<file path="config.mk">
export PLATFORM = sky130hd
export DESIGN_NAME = stable_key_select_insertion_sorter_unit
export DESIGN_NICKNAME = d
export VERILOG_FILES = /design/src/design/sksis_pkg.sv /design/src/design/stable_key_select_insertion_sorter_unit.sv /design/src/design/sksis_ctrl.sv /design/src/design/sksis_datapath.sv
export SDC_FILE = /design/constraint.sdc
export NUM_CORES = 2
export LEC_CHECK = 0
export BUFFER_PORTS_ARGS = -buffer_cell sky130_fd_sc_hd__buf_2
export CELL_PAD_IN_SITES_DETAIL_PLACEMENT = 1
export CELL_PAD_IN_SITES_GLOBAL_PLACEMENT = 1
export CORE_AREA = 2 2 361 363
export DETAILED_ROUTE_END_ITERATION = 7
export DIE_AREA = 0 0 363 365
export PLACE_DENSITY_LB_ADDON = 0.3
export SKIP_LAST_GASP = 1
export SYNTH_ARGS = -nofsm -noshare
export SYNTH_HDL_FRONTEND = slang
export SYNTH_SLANG_ARGS = --single-unit
</file>
<file path="constraint.sdc">
create_clock -name clk -period 25 [get_ports clk]
set_input_delay 3.75 -clock clk [delete_from_list [all_inputs] [get_ports clk]]
set_output_delay 3.75 -clock clk [all_outputs]
set_load 0.01 [all_outputs]
</file>
<file path="src/design/sksis_pkg.sv">
`default_nettype none

package sksis_pkg;

  localparam int DEPTH_DEFAULT = 16;
  localparam int KEY_W = 16;

  localparam logic [1:0] KEY_ARRIVAL  = 2'd0;
  localparam logic [1:0] KEY_PRIORITY = 2'd1;
  localparam logic [1:0] KEY_SERVICE  = 2'd2;
  localparam logic [1:0] KEY_DEADLINE = 2'd3;

  typedef struct packed {
    logic [7:0]  job_id;
    logic [7:0]  priority_req;
    logic [15:0] service_time;
    logic [15:0] deadline;
    logic        last_entry;
  } job_t;

  typedef struct packed {
    logic [7:0]  out_job_id;
    logic [7:0]  out_priority;
    logic [15:0] out_service_time;
    logic [15:0] out_deadline;
    logic        out_last;
    logic        overflowed;
  } result_t;

  typedef struct packed {
    logic [7:0]  id;
    logic [7:0]  pri;
    logic [15:0] svc;
    logic [15:0] dl;
  } entry_t;

  typedef enum logic {
    ST_IDLE,
    ST_EMIT
  } state_t;

  typedef struct packed {
    logic ins;
    logic emit;
  } ctrl_cmd_t;

  typedef struct packed {
    logic one_left;
  } ctrl_status_t;

  function automatic logic [KEY_W-1:0] key_of(input logic [1:0] sel,
                                              input logic [7:0] pri,
                                              input logic [15:0] svc,
                                              input logic [15:0] dl);
    logic [KEY_W-1:0] k;
    case (sel)
      KEY_PRIORITY: k = {8'd0, pri};
      KEY_SERVICE:  k = svc;
      KEY_DEADLINE: k = dl;
      default:      k = '0;
    endcase
    return k;
  endfunction

endpackage

`default_nettype wire

</file>
<file path="src/design/stable_key_select_insertion_sorter_unit.sv">
// Stable insertion sorter for job entries. A job word is taken at a clock
// edge where start is high and busy is low, and is placed into a chain of
// DEPTH compare-and-shift cells in that same cycle, so words that do not
// end a set are taken one per cycle. When the word marked last_entry is
// taken, busy rises and the N stored entries leave in sorted order on
// consecutive cycles, the first result_valid strobe following once the
// controller has entered ST_EMIT and result_valid has been registered; busy
// stays high while entries are emitted. Results cannot be stalled: each
// result_valid strobe is high for a single cycle. Words beyond DEPTH are
// dropped and every result of that set shows overflowed. The sort key is
// written through the cfg channel, which is always ready; the user must write
// it only while the block is idle, as the block itself does not enforce this.
`default_nettype none

module stable_key_select_insertion_sorter_unit
  import sksis_pkg::*;
#(
  parameter int DEPTH = DEPTH_DEFAULT
) (
  input  wire logic       clk,
  input  wire logic       rst,
  input  wire logic       cfg_valid,
  output logic            cfg_ready,
  input  wire logic [1:0] cfg_data,
  input  wire logic       start,
  output logic            busy,
  input  wire job_t       job_in,
  output result_t         result,
  output logic            result_valid
);

  ctrl_cmd_t    cmd;
  ctrl_status_t status;

  assign cfg_ready = 1'b1;

  sksis_ctrl u_ctrl (
    .clk        (clk),
    .rst        (rst),
    .start      (start),
    .last_entry (job_in.last_entry),
    .status     (status),
    .cmd        (cmd),
    .busy       (busy)
  );

  sksis_datapath #(
    .DEPTH (DEPTH)
  ) u_datapath (
    .clk          (clk),
    .rst          (rst),
    .cfg_we       (cfg_valid && cfg_ready),
    .cfg_data     (cfg_data),
    .job_in       (job_in),
    .cmd          (cmd),
    .status       (status),
    .result       (result),
    .result_valid (result_valid)
  );

endmodule

`default_nettype wire

</file>
<file path="src/design/sksis_ctrl.sv">
`default_nettype none

module sksis_ctrl
  import sksis_pkg::*;
(
  input  wire logic         clk,
  input  wire logic         rst,
  input  wire logic         start,
  input  wire logic         last_entry,
  input  wire ctrl_status_t status,
  output ctrl_cmd_t         cmd,
  output logic              busy
);

  state_t state;
  state_t state_next;

  always_ff @(posedge clk) begin
    if (rst) begin
      state <= ST_IDLE;
    end else begin
      state <= state_next;
    end
  end

  always_comb begin
    state_next = state;
    cmd = '0;
    busy = 1'b0;
    case (state)
      ST_IDLE: begin
        if (start) begin
          cmd.ins = 1'b1;
          if (last_entry) begin
            state_next = ST_EMIT;
          end
        end
      end
      ST_EMIT: begin
        busy = 1'b1;
        cmd.emit = 1'b1;
        if (status.one_left) begin
          state_next = ST_IDLE;
        end
      end
      default: begin
        state_next = ST_IDLE;
      end
    endcase
  end

endmodule

`default_nettype wire

</file>
<file path="src/design/sksis_datapath.sv">
`default_nettype none

module sksis_datapath
  import sksis_pkg::*;
#(
  parameter int DEPTH = DEPTH_DEFAULT
) (
  input  wire logic         clk,
  input  wire logic         rst,
  input  wire logic         cfg_we,
  input  wire logic [1:0]   cfg_data,
  input  wire job_t         job_in,
  input  wire ctrl_cmd_t    cmd,
  output ctrl_status_t      status,
  output result_t           result,
  output logic              result_valid
);

  localparam int CW = $clog2(DEPTH + 1);

  logic [1:0]       sort_key;
  entry_t           cells [DEPTH];
  logic [CW-1:0]    count;
  logic             drop_flag;
  logic [DEPTH-1:0] gt;
  logic [DEPTH-1:0] prev_gt;
  logic [KEY_W-1:0] new_key;
  logic             has_room;
  entry_t           new_entry;

  always_comb begin
    new_key = key_of(sort_key, job_in.priority_req, job_in.service_time, job_in.deadline);
    has_room = count < CW'(DEPTH);
    new_entry.id = job_in.job_id;
    new_entry.pri = job_in.priority_req;
    new_entry.svc = job_in.service_time;
    new_entry.dl = job_in.deadline;
    for (int i = 0; i < DEPTH; i++) begin
      gt[i] = (sort_key != KEY_ARRIVAL) && (CW'(i) < count) &&
              (key_of(sort_key, cells[i].pri, cells[i].svc, cells[i].dl) > new_key);
    end
    prev_gt = {gt[DEPTH-2:0], 1'b0};
    status.one_left = count == CW'(1);
  end

  // Cells take left neighbor or new word, right neighbor on emit, or hold.
  always_ff @(posedge clk) begin
    if (cmd.ins && has_room) begin
      for (int i = 0; i < DEPTH; i++) begin
        if (prev_gt[i]) begin
          cells[i] <= cells[(i > 0) ? i - 1 : 0];
        end else if (gt[i] || (CW'(i) == count)) begin
          cells[i] <= new_entry;
        end
      end
    end else if (cmd.emit) begin
      for (int i = 0; i < DEPTH - 1; i++) begin
        cells[i] <= cells[i+1];
      end
    end
  end

  always_ff @(posedge clk) begin
    if (rst) begin
      sort_key <= KEY_ARRIVAL;
      count <= '0;
      drop_flag <= 1'b0;
      result_valid <= 1'b0;
    end else begin
      if (cfg_we) begin
        sort_key <= cfg_data;
      end
      result_valid <= cmd.emit;
      if (cmd.ins) begin
        if (has_room) begin
          count <= count + CW'(1);
        end else begin
          drop_flag <= 1'b1;
        end
      end else if (cmd.emit) begin
        count <= count - CW'(1);
        if (status.one_left) begin
          drop_flag <= 1'b0;
        end
      end
    end
  end

  always_ff @(posedge clk) begin
    if (cmd.emit) begin
      result.out_job_id <= cells[0].id;
      result.out_priority <= cells[0].pri;
      result.out_service_time <= cells[0].svc;
      result.out_deadline <= cells[0].dl;
      result.out_last <= status.one_left;
      result.overflowed <= drop_flag;
    end
  end

  a_count_bound: assert property (@(posedge clk) disable iff (rst)
    count <= CW'(DEPTH))
    else $error("entry count exceeds store depth");

  a_emit_nonempty: assert property (@(posedge clk) disable iff (rst)
    cmd.emit |-> count != '0)
    else $error("emission from an empty store");

  a_strobe_source: assert property (@(posedge clk) disable iff (rst)
    result_valid |-> $past(cmd.emit))
    else $error("result strobe without an emission step");

  a_last_empties: assert property (@(posedge clk) disable iff (rst)
    (result_valid && result.out_last) |-> (count == '0 && !drop_flag))
    else $error("store not empty after the final result");

endmodule

`default_nettype wire
</file>
==> flow_summary.json <==
{
  "status": "finished, final reports clean",
  "synthMuxAreaShare_pct": 7.78,
  "hp-start": "u_datapath.cells[0][44]$_DFFE_PP_",
  "r2r_cells": 13,
  "place_hpwl_microns": 148000,
  "avgSynthCellArea_sq_um": 10.7,
  "worstSetupPathType": "input pin to flip-flop",
  "hold_path_depth": 0,
  "grt_max_degree": 220,
  "vdd_drop_max_v": 0.0000545,
  "rows": 132,
  "overflow": 0,
  "clock_skew_ns": 0.0369,
  "wire_per_inst_microns": 33.5,
  "synth_top_family_by_area": "compound AO/OA/AOI/OAI gates",
  "tns_ns": 0,
  "p_per_area_nw_per_um2": 77.6,
  "post-cts-setup-buffers": 0,
  "rsz0062_at_grt": "no",
  "post-route-period-util_pct": 33.9,
  "worst-slew-pin-transition_ns": 1.25,
  "ys_seq_area_share_pct": 48.5,
  "cts.path.max_buffers": 3,
  "cts_sinks": 828,
  "cts.clk_slew.worst_paths_ns": 0.05,
  "cpMaxStageDelayCell": "a2111oi_0",
  "area_growth_pct": 10.3,
  "synthTopCellsByArea": "edfxtp_1, ha_1, a221o_1, mux2i_1, nor2b_1",
  "fp.dieH_microns": 365,
  "critPathArrivalTime_ns": 8.84,
  "insertion_delay_ns": 0.75,
  "ys.flop_type": "edfxtp_1",
  "drive_above_1_share_pct": 11.8,
  "critPathMaxStageDelay_ns": 1.06,
  "slew_headroom_pct": 14.2,
  "path_common_cell": "buf_4",
  "drv_slew": 0,
  "htreeDepth": 3,
  "crit_required_ns": 25.37,
  "first_global_vias": 43309,
  "rrSetupSlack_ns": 17.44,
  "gp_congestion": 0.928,
  "synth_top_area_cell": "edfxtp_1",
  "vias": 42564,
  "syn_inst": 4747,
  "die_w_microns": 363,
  "period_needed_ns": 8.47,
  "reg2reg_from": "u_datapath.sort_key[0]$_SDFFE_PP0P_",
  "drt_iter0_drc": 4562,
  "crit_chain": "buf_2 -> inv_1 -> o21ai_0 -> nand2_1 -> ha_1 -> nand4_1 -> a2111oi_0 -> o31ai_4 -> a31oi_4 -> buf_4 -> or2_2 -> buf_4",
  "synth.net_count": 5047,
  "synth-compound-area-share_pct": 20.0,
  "post_cts_resized": 0,
  "synth_edf_count": 818,
  "ff_latch_area_sq_um": 24800,
  "grt_util_all_layers_pct": 31.6,
  "ant_nets": 0,
  "cts-buffers-inserted": 98,
  "max_freq_mhz": 118,
  "synth.most_common_cell": "edfxtp_1",
  "yosys.area_share.xor_xnor_pct": 0.0515,
  "holdBufCountCts": 0,
  "synth-simple-area-share_pct": 13.2,
  "crit_start": "job_in[31]",
  "tritoncts": "yes",
  "r2r_end": "u_datapath.cells[0][636]$_DFFE_PP_",
  "worst_setup_path_end_kind": "flip-flop",
  "synth_area_sq_um": 51000,
  "multi_input_area_sq_um": 24400,
  "finalSetupViolCount": 0,
  "core_area_sq_um": 129000,
  "yosys_warnings": 0,
  "setup_slack_ns": 16.53,
  "remaining_drc_errors": 0,
  "antenna_found_initial": 10,
  "drv_cap": 0,
  "port_buffers": 106,
  "holdPathEnd": "u_datapath.result[46]$_DFFE_PP_",
  "die_area_sq_um": 132000,
  "yosys-top-cells-count": "edfxtp_1, nand2_1, clkbuf_1",
  "grt_pass1_wl_microns": 309000,
  "pre_cts_slack_ns": 16.00,
  "n_fill_cell": 13778,
  "hold_viol": 0,
  "synthArstFlopShare_pct": 0,
  "min_path_type": "flip-flop to flip-flop",
  "start_util_pct": 39.6,
  "synth_fa_ha_area_share_pct": 6.01,
  "dr.pass1.iters": 6,
  "critPathMaxFanout": 49,
  "cts_root_buf": "clkbuf_16",
  "synth_seq_cells": 828,
  "ios": 108,
  "synth.distinct_cells": 64,
  "layout.nets": 4924,
  "synthDominantCellAreaShare_pct": 48.2,
  "vias_per_cell": 6.67,
  "drt-total-wl_microns": 214000,
  "p_leak_nw": 20.0,
  "start_kind": "input pin"
}
-- how the worst max path moves through the flow --
stage,to,slack [ns]
2_1_floorplan,u_datapath.cells[0][144]$_DFFE_PP_,14.62
3_3_place_gp,u_datapath.cells[0][639]$_DFFE_PP_,16.17
3_5_place_dp,u_datapath.cells[0][655]$_DFFE_PP_,16.00
4_1_cts,u_datapath.cells[0][636]$_DFFE_PP_,16.76
5_1_grt,u_datapath.cells[0][252]$_DFFE_PP_,16.41
6_report,u_datapath.cells[0][636]$_DFFE_PP_,16.53
-- per-stage QoR --
stage	cell area, sq um	hold slack, ns	utilization (%)	power (mW)	cells
3_3_place_gp	53200	0.437	41.3	2.88	6199
6_report	56300	0.445	43.7	4.37	6381
3_5_place_dp	53200	0.434	41.3	2.90	6199
5_1_grt	56300	0.456	43.7	4.50	6380
2_1_floorplan	51000	0.409	-	2.49	4747
4_1_cts	56300	0.449	43.7	4.36	6377
-- critical path, delay by kind of cell --
kind                     cells  cell delay (ns)
AND/OR/NAND/NOR              3             1.51
adder cells (fa/ha/maj)      1             0.54
buffers and inverters        4             1.38
AO/OA/AOI/OAI                4             1.56
-- registers in the layout, indices dropped and copies added, names as in the netlist --
register,count
u_ctrl.state,1
u_datapath.cells,768
u_datapath.count,5
u_datapath.drop_flag,1
u_datapath.result,50
u_datapath.result_valid,1
u_datapath.sort_key,2
-- area by class of cell --
| class | count | share of cell area (%) |
|---|---|---|
| Sequential cell | 828 | 44.0 |
| Multi-Input combinational cell | 3339 | 43.4 |
| Clock buffer | 124 | 4.57 |
| Tap cell | 1675 | 3.72 |
| Timing Repair Buffer | 202 | 2.31 |
| Inverter | 155 | 1.04 |
| Clock inverter | 54 | 0.954 |
| Antenna cell | 4 | 0.0178 |
-- cells by family after synthesis --
group / after synthesis
adders and majority gates: 245
and+or+nand+nor: 1390
xor gates and xnor gates: 3
other: 1
AOI/OAI and AO/OA: 1323
DFF: 828
muxes: 377
buffers and inverters: 580
-- layer usage --
layer  vias up  wire, microns  track usage [%]
li1      18193              -                -
met1     21904          82500             38.1
met2      1886         101000             51.6
met3       575          12100             4.52
met4         6          18600             23.5
met5         -             37                0
-- cell usage in the layout (no fill, tap or decap), types with 9 or more instances in the layout --
cell type	Yosys	routed
edfxtp_1	818	818
nand2_1	469	465
nor2b_1	328	327
nor3_1	253	251
ha_1	245	245
a221o_1	241	241
mux2i_1	220	220
a22o_1	202	202
o21ai_0	204	194
nor2_1	177	173
mux2_2	157	157
inv_1	155	154
a21oi_1	137	134
a22oi_1	122	121
buf_2	25	106
clkbuf_16	0	99
o311ai_0	93	93
buf_4	1	92
a21o_1	80	79
nand3_1	67	67
o31ai_1	55	54
o221ai_1	51	51
a32oi_1	47	46
nand4_1	45	45
clkbuf_1	358	25
clkinv_1	0	23
o21a_1	19	18
clkinv_2	0	11
o211ai_1	10	10
o21ai_4	0	10
bufinv_16	0	10
and4_1	9	9
-- where the power goes --
part           total (mW)  leakage [nW]  internal [mW]  switching [mW]
registers            1.91          7.76           1.76           0.144
logic               0.997          10.7          0.329           0.668
clock network        1.46          1.51          0.829           0.635
(Power assumes the default switching activity.)
